<file path="src/rtl/mhpq_pkg.sv">
// Shared types and codes of the max-heap priority queue.
package mhpq_pkg;

  localparam logic [1:0] OP_INSERT = 2'd0;
  localparam logic [1:0] OP_REMOVE = 2'd1;
  localparam logic [1:0] OP_LIST   = 2'd2;

  localparam logic [1:0] STATUS_OK    = 2'd0;
  localparam logic [1:0] STATUS_FULL  = 2'd1;
  localparam logic [1:0] STATUS_EMPTY = 2'd2;

  typedef struct packed {
    logic [1:0]         operation;
    logic signed [31:0] value;
  } mhpq_req_t;

  typedef struct packed {
    logic signed [31:0] item_value;
    logic signed [31:0] top_value;
    logic [4:0]         entry_count;
    logic [1:0]         status;
    logic               last;
  } mhpq_rsp_t;

  typedef enum logic [3:0] {
    ST_IDLE,
    ST_INS_RD,
    ST_INS_CMP,
    ST_REM_LAST,
    ST_REM_RD,
    ST_REM_CMP,
    ST_LIST_RD,
    ST_LIST_OUT,
    ST_RESP
  } mhpq_state_t;

endpackage

</file>
<file path="src/rtl/max_heap_priority_queue_core.sv">
// Bounded binary max-heap priority queue held in one synchronous memory.
//
// A command is taken when start is high and busy is low; results appear for one cycle each
// with result_valid high and cannot be held off. Memory reads are registered, so each heap
// level costs a read state and a compare state: an insert climbs through ST_INS_RD and
// ST_INS_CMP, a remove first fetches the last entry in ST_REM_LAST and then descends through
// ST_REM_RD and ST_REM_CMP, and a list gives one entry per ST_LIST_RD and ST_LIST_OUT pair.
// Full, empty and unknown commands go straight to ST_RESP. The store needs no clearing after
// reset, since only written entries are ever read.
module max_heap_priority_queue_core #(
  parameter int CAPACITY = 16
) (
  input  logic              clk,
  input  logic              rst,
  input  logic              start,
  input  mhpq_pkg::mhpq_req_t request,
  output logic              busy,
  output logic              result_valid,
  output mhpq_pkg::mhpq_rsp_t result
);
  import mhpq_pkg::*;

  localparam int AW = (CAPACITY > 1) ? $clog2(CAPACITY) : 1;
  localparam int CW = $clog2(CAPACITY + 1);

  logic signed [31:0] mem [CAPACITY];

  mhpq_state_t        state, state_next;
  logic [CW-1:0]      count;
  logic [CW-1:0]      slot;
  logic signed [31:0] val;
  logic signed [31:0] item;
  logic signed [31:0] top;
  logic [1:0]         status_r;
  logic signed [31:0] rd0, rd1;

  logic               we;
  logic [AW-1:0]      waddr, raddr0, raddr1;
  logic signed [31:0] wdata;
  logic               emit_valid;
  mhpq_rsp_t          emit_rsp;

  logic [CW:0]   left, right;
  logic          has_left, has_right, pick_left, pick_right;
  logic          full;
  logic [CW-1:0] parent;

  assign left      = {slot, 1'b0};
  assign right     = {slot, 1'b1};
  assign has_left  = left <= {1'b0, count};
  assign has_right = right <= {1'b0, count};
  assign parent    = slot >> 1;
  assign full      = count >= CW'(CAPACITY);

  always_comb begin
    pick_left  = 1'b0;
    pick_right = 1'b0;
    if (has_right) begin
      if (rd0 >= rd1 && rd0 > val) begin
        pick_left = 1'b1;
      end else if (rd1 > rd0 && rd1 > val) begin
        pick_right = 1'b1;
      end
    end else if (has_left) begin
      pick_left = rd0 > val;
    end
  end

  always_ff @(posedge clk) begin
    if (we) begin
      mem[waddr] <= wdata;
    end
    rd0 <= mem[raddr0];
    rd1 <= mem[raddr1];
  end

  always_comb begin
    state_next = state;
    case (state)
      ST_IDLE: begin
        if (start) begin
          case (request.operation)
            OP_INSERT: state_next = full ? ST_RESP : ST_INS_RD;
            OP_REMOVE: state_next = (count == '0) ? ST_RESP : ST_REM_LAST;
            OP_LIST:   state_next = (count == '0) ? ST_RESP : ST_LIST_RD;
            default:   state_next = ST_RESP;
          endcase
        end
      end
      ST_INS_RD:   state_next = (slot <= CW'(1)) ? ST_RESP : ST_INS_CMP;
      ST_INS_CMP:  state_next = (rd0 < val) ? ST_INS_RD : ST_RESP;
      ST_REM_LAST: state_next = ST_REM_RD;
      ST_REM_RD:   state_next = has_left ? ST_REM_CMP : ST_RESP;
      ST_REM_CMP:  state_next = (pick_left || pick_right) ? ST_REM_RD : ST_RESP;
      ST_LIST_RD:  state_next = ST_LIST_OUT;
      ST_LIST_OUT: state_next = (slot == count) ? ST_IDLE : ST_LIST_RD;
      ST_RESP:     state_next = ST_IDLE;
      default:     state_next = ST_IDLE;
    endcase
  end

  always_comb begin
    we         = 1'b0;
    waddr      = AW'(slot - CW'(1));
    wdata      = val;
    raddr0     = AW'(slot - CW'(1));
    raddr1     = AW'(slot - CW'(1));
    emit_valid = 1'b0;
    emit_rsp.item_value  = item;
    emit_rsp.top_value   = (count != '0) ? top : 32'sd0;
    emit_rsp.entry_count = 5'(count);
    emit_rsp.status      = status_r;
    emit_rsp.last        = 1'b1;
    busy       = state != ST_IDLE;
    case (state)
      ST_IDLE: begin
        raddr0 = AW'(count - CW'(1));
      end
      ST_INS_RD: begin
        raddr0 = AW'(parent - CW'(1));
        we     = slot <= CW'(1);
      end
      ST_INS_CMP: begin
        we = 1'b1;
        if (rd0 < val) begin
          wdata = rd0;
        end
      end
      ST_REM_RD: begin
        raddr0 = AW'(left - (CW + 1)'(1));
        if (has_right) begin
          raddr1 = AW'(right - (CW + 1)'(1));
        end
        we = !has_left;
      end
      ST_REM_CMP: begin
        we = 1'b1;
        if (pick_left) begin
          wdata = rd0;
        end else if (pick_right) begin
          wdata = rd1;
        end
      end
      ST_LIST_OUT: begin
        emit_valid          = 1'b1;
        emit_rsp.item_value = rd0;
        emit_rsp.status     = STATUS_OK;
        emit_rsp.last       = slot == count;
      end
      ST_RESP: begin
        emit_valid = 1'b1;
      end
      default: begin
        emit_valid = 1'b0;
      end
    endcase
  end

  always_ff @(posedge clk) begin
    if (rst) begin
      state        <= ST_IDLE;
      count        <= '0;
      result_valid <= 1'b0;
    end else begin
      state        <= state_next;
      result_valid <= emit_valid;
      if (state == ST_IDLE && start) begin
        case (request.operation)
          OP_INSERT: begin
            if (!full) begin
              count <= count + CW'(1);
            end
          end
          OP_REMOVE: begin
            if (count != '0) begin
              count <= count - CW'(1);
            end
          end
          default: begin
            count <= count;
          end
        endcase
      end
    end
  end

  always_ff @(posedge clk) begin
    result <= emit_rsp;
    if (we && waddr == '0) begin
      top <= wdata;
    end
    case (state)
      ST_IDLE: begin
        val <= request.value;
        if (start) begin
          case (request.operation)
            OP_INSERT: begin
              item     <= 32'sd0;
              status_r <= full ? STATUS_FULL : STATUS_OK;
              slot     <= count + CW'(1);
            end
            OP_REMOVE: begin
              item     <= (count == '0) ? 32'sd0 : top;
              status_r <= (count == '0) ? STATUS_EMPTY : STATUS_OK;
              slot     <= CW'(1);
            end
            OP_LIST: begin
              item     <= 32'sd0;
              status_r <= (count == '0) ? STATUS_EMPTY : STATUS_OK;
              slot     <= CW'(1);
            end
            default: begin
              item     <= 32'sd0;
              status_r <= STATUS_OK;
              slot     <= CW'(1);
            end
          endcase
        end
      end
      ST_INS_CMP: begin
        if (rd0 < val) begin
          slot <= parent;
        end
      end
      ST_REM_LAST: begin
        val <= rd0;
      end
      ST_REM_CMP: begin
        if (pick_left) begin
          slot <= CW'(left);
        end else if (pick_right) begin
          slot <= CW'(right);
        end
      end
      ST_LIST_OUT: begin
        slot <= slot + CW'(1);
      end
      default: begin
        slot <= slot;
      end
    endcase
  end

  assert property (@(posedge clk) disable iff (rst) count <= CW'(CAPACITY))
    else $error("Entry count exceeds capacity.");

  assert property (@(posedge clk) disable iff (rst) (start && !busy) |=> busy)
    else $error("Accepted item did not make the queue busy.");

  assert property (@(posedge clk) disable iff (rst)
    (result_valid && result.status == STATUS_FULL) |-> count == CW'(CAPACITY))
    else $error("Full status reported while the heap has room.");

  assert property (@(posedge clk) disable iff (rst)
    (result_valid && result.status == STATUS_EMPTY) |-> count == '0)
    else $error("Empty status reported while the heap holds entries.");

  assert property (@(posedge clk) disable iff (rst)
    (state == ST_REM_CMP && (pick_left || pick_right)) |-> has_left)
    else $error("Sift down chose a child that does not exist.");

endmodule

</file>
<file path="config.mk">
export PLATFORM = sky130hd
export DESIGN_NAME = max_heap_priority_queue_core
export DESIGN_NICKNAME = d
export VERILOG_FILES = /design/src/rtl/mhpq_pkg.sv /design/src/rtl/max_heap_priority_queue_core.sv
export SDC_FILE = /design/constraint.sdc
export NUM_CORES = 2
export LEC_CHECK = 0
export ABC_AREA = 1
export BUFFER_PORTS_ARGS = -buffer_cell sky130_fd_sc_hd__buf_2
export CORE_ASPECT_RATIO = 1.5
export CORE_MARGIN = 2
export CORE_UTILIZATION = 62
export CTS_CLUSTER_DIAMETER = 80
export DETAILED_ROUTE_END_ITERATION = 8
export HOLD_SLACK_MARGIN = 0.05
export PLACE_DENSITY = 0.88
export SETUP_SLACK_MARGIN = 0.05
export SYNTH_ARGS = -nofsm -noshare
export SYNTH_HDL_FRONTEND = slang
export SYNTH_SLANG_ARGS = --single-unit
</file>
<file path="constraint.sdc">
create_clock -name clk -period 6.9 [get_ports clk]
set_clock_uncertainty 0.2 [all_clocks]
set_input_delay 1.035 -clock clk [delete_from_list [all_inputs] [get_ports clk]]
set_output_delay 1.035 -clock clk [all_outputs]
set_load 0.02 [all_outputs]
</file>
======== Word-level counts from Yosys, hierarchy flattened ========
Memories as Yosys holds them, arrays and structs flattened. A register that Yosys moved wholly into a read port is not among the register bits.
Cells that the tools add are included.
storage, ports and cells
  memories kept ........................... 1
  logic and storage cells ................. 111
  memory bits (read-only) ................. 0
  output and inout port bits .............. 74
  memory bits (writable) .................. 512
  bits in latches ......................... 0
  bits in registers ....................... 185
operators by class
  reductions and logical operators ........ 22
  shift operators ......................... 0
  bitwise operators ....................... 1
  mux-type cells .......................... 42
  add/sub/neg operators ................... 7
  divide/modulo/power cells ............... 0
  multiply operators ...................... 0
  $lt $le $gt $ge ......................... 9
  equal/unequal tests ..................... 16
memories
  name  depth  width  rd ports  clocked after Yosys merged registers in  wr ports  RTL line                            text
  mem   16     32     2         2                                        1         max_heap_priority_queue_core.sv:26  logic signed [31:0] mem [CAPACITY];
operator list
  cell                                                                number
  32-bit 2-to-1 mux                                                   4
  32-bit one-hot mux with 2 select lines                              2
  32-bit > comparator                                                 3
  4-bit 2-to-1 mux                                                    10
  5-bit 2-to-1 mux                                                    7
  32-bit >= comparator                                                1
  32-bit < comparator                                                 1
  4-bit one-hot mux with 8 select lines                               1
  4-bit one-hot mux with 3 select lines                               2
  5-bit one-hot mux with 4 select lines                               1
  4-bit by 3-bit == test with 1-bit output, second input constant     4
  4-bit by 1-bit subtractor with 4-bit output, second input constant  4
  6-bit by 5-bit less-or-equal comparator with 1-bit output           2
  5-bit by 1-bit adder with 5-bit output, second input constant       2
  1-bit 2-to-1 mux                                                    10
  5-bit one-hot mux with 2 select lines                               1
  4-bit by 2-bit == test with 1-bit output, second input constant     2
  4-bit zero test                                                     2
  2-bit != test, second input constant                                4
  4-bit AND reduction                                                 2
  4-bit nonzero test                                                  2
  2-bit OR reduction                                                  4
  5-bit == test                                                       1
  5-bit >= comparator, second input constant                          1
  20 further kinds                                                    24

======== Depth between registers and ports, before layout ========
  word-level depth ........................ 8
  gate-level depth with buffers ........... 22
  gate-level depth less buffers ........... 21

======== Worst setup path after synthesis ========
No wires, ideal clock.
  kind .................................... flip-flop to flip-flop
  start point ............................. reg slot[0]
  end point ............................... mem mem[0][0] (enable)
  stages on the path, launching flop included .. 8
  required time ........................... 6279 ps
  arrival time ............................ 3196 ps
  path slack .............................. 3083 ps
  period minus slack after synthesis ...... 3817 ps
  buffers on the path ..................... 2
  cells stage by stage .................... edfxtp_1 -> buf_2 -> inv_1 -> clkbuf_1 -> ha_1 -> xnor2_1 -> nand2_1 -> nor2_1
on the way
  word-level cells in the longest chain between the ends .. 5
  elaborated cells on any way between the ends .. 7
  those cells by class .................... 1 x add/sub; 2 x order compare; 3 x mux; 1 x reduce/logical
ends and longest elaborated chain
  item                                                       RTL line                             text
  start, declared                                            max_heap_priority_queue_core.sv:30   logic [CW-1:0] slot;
  start signal, assigned                                     max_heap_priority_queue_core.sv:200  slot <= count + CW'(1);
  start signal, assigned                                     max_heap_priority_queue_core.sv:222  slot <= parent;
  start signal, assigned                                     max_heap_priority_queue_core.sv:230  slot <= CW'(left);
  6-bit by 5-bit less-or-equal comparator with 1-bit output  max_heap_priority_queue_core.sv:50   assign has_left = left <= {1'b0, count};
  1-bit zero test                                            max_heap_priority_queue_core.sv:134  we = !has_left;
  1-bit one-hot mux with 3 select lines                      max_heap_priority_queue_core.sv:115  case (state)
  1-bit 2-to-1 mux                                           max_heap_priority_queue_core.sv:70   if (we) begin
  1-bit 2-to-1 mux (implied by the code)                     max_heap_priority_queue_core.sv:71   mem[waddr] <= wdata;
  end, declared                                              max_heap_priority_queue_core.sv:26
Several ways; a longest one is shown, not always the timed one.

======== Worst setup path in the final report ========
  start point ............................. reg rd0[9] (read register of mem)
  end point ............................... mem mem[0][0] (data pin)
on the way
  word-level cells in the longest chain between the ends .. 8
  elaborated cells on any way between the ends .. 16
  those cells by class .................... 4 x order compare; 10 x mux; 2 x reduce/logical
ends and longest elaborated chain
  item                                      RTL line                             text
  start, declared                           max_heap_priority_queue_core.sv:35   logic signed [31:0] rd0, rd1;
  32-bit > comparator                       max_heap_priority_queue_core.sv:61   end else if (rd1 > rd0 && rd1 > val) begin
  1-bit logical AND                         max_heap_priority_queue_core.sv:61
  1-bit 2-to-1 mux                          max_heap_priority_queue_core.sv:61
  1-bit 2-to-1 mux                          max_heap_priority_queue_core.sv:59   if (rd0 >= rd1 && rd0 > val) begin
  1-bit 2-to-1 mux                          max_heap_priority_queue_core.sv:58   if (has_right) begin
  32-bit 2-to-1 mux                         max_heap_priority_queue_core.sv:140  end else if (pick_right) begin
  32-bit 2-to-1 mux                         max_heap_priority_queue_core.sv:138  if (pick_left) begin
  32-bit one-hot mux with 2 select lines *  max_heap_priority_queue_core.sv:115
  via wdata[0]                              max_heap_priority_queue_core.sv:39   logic signed [31:0] wdata;
The timed path passes the listed nets; every way through them passes the cells marked *.

==> key figures <==
Run status
  – Run status: finished, final reports clean

Synth
  – Post-synth top flop: edfxtp_1
  – Sequential fraction of the synthesis area: a little under three fifths
  – Synth warn: 0
  – Synthesized area: between 30000 and 40000 µm²
  – Post-synth ARST share: 0%
  – Distinct cells, synth: 47
  – Post-Syn Nets: 3904
  – Synthesized flop and latch total: 729
  – EDFF count, synth: around 600
  – Post-Synthesis Cells: between 3k and 4k
  – Synth Area per Inst: roughly 9.6 µm²

Layout
  – Share of cells above drive strength 1: under 10%
  – Synth-to-layout area growth: 8.337%
  – Nets@finish: between 3k and 4k
  – Fin util: 67.62%

Drt
  – Vias: 29.95k
  – Antenna viol nets, final: 0
  – WL final: 108900 µm
  – DRC: 0
  – Pre-antenna DRT Iters: 6
  – Post-DR vias/cell: roughly 6.6
  – Initial DRC count: ~5.2k
  – Average wire per standard cell: ~24 µm

Power and ir drop
  – Peak supply drop: approximately 0.00043 V
  – Final Power: between 0.01 and 0.015 W
  – Leakage power: 16.11 nW
  – Pwr dens: 382.8 nW/µm²

Place
  – DP Wirelength: between 60000 and 70000 µm
  – Port Buffers: 110
  – Dpl ws: between 2 and 2.5 ns
  – GPL Wtd Cong: 0.9677

Timing
  – Final hold vios: 0
  – Peak Freq: slightly below 200 MHz
  – Final setup TNS: 0 ns
  – Fin. max-slew vios: 0
  – Worst Tran Pin Value: approximately 1.4 ns
  – RSZ-0062 raised after global routing: false
  – Min Tclk post-route: ~5.1 ns
  – Final Setup Violations: 0
  – Rel. slew slack: ~8%
  – Final worst-path cycle share: about 74%
  – Post-route setup slack: around 1.8 ns
  – Hold WS: between 0.2 and 0.25 ns

Clock network
  – Post-CTS Repair Setup Buffers: 0
  – Root buf cell: clkbuf_16
  – CTS resizes: 0
  – H-Tree Depth: 2
  – Hold_buf cts: 0
  – CTS Buffer Depth: 3
  – Total CTS buffers: 60
  – CTS tree: yes
  – Sinks on Clock Net: 729
  – Worst skew pair latency: between 0.6 and 0.7 ns
  – Clk slew on worst S/H paths: 0.07 ns

Critical path
  – Setup Crit Path Kind: flop to flop
  – Reg2Reg Setup Slack: between 1.5 and 2 ns
  – Worst Path Buf+Inv: 3
  – Worst Setup End Kind: flop
  – WP data arrival: just over 5 ns
  – Crit path cell chain: inv_1, ha_1, nand4_1, nor3_1, nand2_1, nand2_1, nand2_1, nand3_1, inv_1, nor2_1, nand2_1, nand3_1, nand3_1, buf_4, nand2_1, nand2_1
  – Max incr delay on CP: about 0.76 ns
  – Critical Path Slowest Stage Cell: nand3_1
  – Required time worst endpoint: roughly 6.9 ns
  – CP Max Fanout: 16
  – Startpoint Class: flop
  – Cell mode on critical path: nand2_1
  – CP delay by family, top: simple AND/OR/NAND/NOR gates

Die
  – Ports: roughly 110
  – Die Area: 59930 µm²
  – Placement Rows: around 110
  – Core area: about 58000 µm²
  – Chip Width: roughly 200 µm
  – Starting Density: 62.41%
  – Die height: between 200 and 300 µm

GRT
  – Initial antenna violation count: 5
  – GRT Residual Overflow: 0
  – Vias in the first global route: 29.12k
  – Pin count of the biggest net entering global routing: between 200 and 300
  – Gr usage total: between 30% and 40%
  – First-pass GRT wire length: between 150000 and 200000 µm

Worst hold path
  – Min-Delay Path Class: flop to flop

Run
  – Max-Cap Viols: 0
[stage by stage]
| step | instance area, µm² | cells |
|---|---|---|
| after floorplan | 35930 | 3750 |
| after global placement | 36820 | 4433 |
| after detailed placement | 36820 | 4433 |
| after CTS | 38920 | 4545 |
| after global routing | 38920 | 4545 |
| final | 38920 | 4546 |
[cells in the mapped netlist, types with 2 or more instances]
| master | number | share of area [%] |
|---|---|---|
| nor2_1 | 148 | 1.5 |
| o211ai_1 | 358 | 7.5 |
| inv_2 | 9 | 0.094 |
| clkinv_1 | 2 | 0.021 |
| clkbuf_1 | 86 | 0.90 |
| edfxtp_1 | 583 | 49 |
| dfxtp_1 | 146 | 8.1 |
| a21oi_1 | 230 | 3.2 |
| a21o_1 | 2 | 0.042 |
| o21ai_2 | 2 | 0.049 |
| nand4_1 | 10 | 0.17 |
| o21ai_0 | 227 | 3.2 |
| o22ai_1 | 4 | 0.070 |
| ha_1 | 117 | 4.1 |
| nor4_2 | 2 | 0.070 |
| o221ai_1 | 10 | 0.24 |
| o211ai_2 | 9 | 0.31 |
| buf_6 | 3 | 0.094 |
| xnor2_1 | 5 | 0.12 |
| inv_1 | 449 | 4.7 |
| nand2_4 | 2 | 0.063 |
| nor3_1 | 3 | 0.042 |
| buf_4 | 34 | 0.71 |
| nor2_2 | 2 | 0.035 |
| nand2_1 | 743 | 7.8 |
| nand2_2 | 4 | 0.070 |
| nand3_1 | 412 | 5.7 |
| o21a_1 | 6 | 0.13 |
| or2_2 | 2 | 0.035 |
| xor2_1 | 6 | 0.15 |
| buf_1 | 12 | 0.13 |
| buf_2 | 105 | 1.5 |
| o21ai_1 | 3 | 0.042 |
[metal layers]
metal  track usage, %  vias up  wire length [µm]
li1                 -    13046                 -
met2            56.51     2617             49460
met5                0        -                44
met1            42.23    13593             33720
met3            8.877      689             17200
met4            25.33        6              8433
[worst paths after layout]
kind	from	endpoint	cells after the start
worst max-delay path	rd0[9]	mem[0][0]	16
worst min-delay path	count[3]	result[6]	0
worst max register to register	rd0[9]	mem[0][0]	16
worst min register to register	count[3]	result[6]	0
[power breakdown]
| group | internal [W] | switching [W] |
|---|---|---|
| Combinational | 0.00163 | 0.00396 |
| Clock | 0.00207 | 0.00158 |
| Sequential | 0.00533 | 0.000324 |
[worst register-to-register path: cells and delay by family (launching register included)]
family                     cells  cell delay (ns)
and+or+nand+nor               12             3.10
buffers and inverters          3             0.71
DFF                            1             0.40
adders and majority gates      1             0.32
[kinds of logic after synthesis]
group                    after synthesis  synth area share, %
AO/OA/AOI/OAI                        859                15.02
XOR/XNOR                              11               0.2681
adder cells (fa/ha/maj)              117                4.075
buffers and inverters                701                8.111
flip-flops                           729                56.86
AND/OR/NAND/NOR                     1333                15.67
[area by class of cell]
type	count	area [µm²]
clock buffer	78	1660
sequential	729	20430
clock inverter	34	440.4
multi-input combinational	2320	12760
fill	3891	18640
antenna	1	2.502
timing repair buffer	154	930.9
inverter	460	1732
tap	770	963.4
[layout by cell type (no fill, tap or decap), types with 4 or more instances in the layout]
master,count
a21oi_1,230
buf_12,4
buf_2,110
buf_4,40
bufinv_16,10
clkbuf_1,10
clkbuf_16,61
clkbuf_8,7
clkinv_1,5
clkinv_2,13
clkinvlp_4,7
dfxtp_1,146
edfxtp_1,583
ha_1,117
inv_1,447
inv_2,8
nand2_1,742
nand2_2,5
nand3_1,412
nand4_1,10
nor2_1,131
nor2_4,18
o211ai_1,358
o211ai_2,9
o21a_1,6
o21ai_0,227
o21ai_4,4
o221ai_1,10
o22ai_1,4
xnor2_1,5
xor2_1,6
[state kept, by name, indices dropped and copies added, names as in the netlist]
register	flops
rd1	32
result_valid	1
count	5
mem	512
status_r	2
slot	5
rd0	32
result	72
state	4
item	32
val	32
Note: power is estimated with default switching activity, not from simulation.
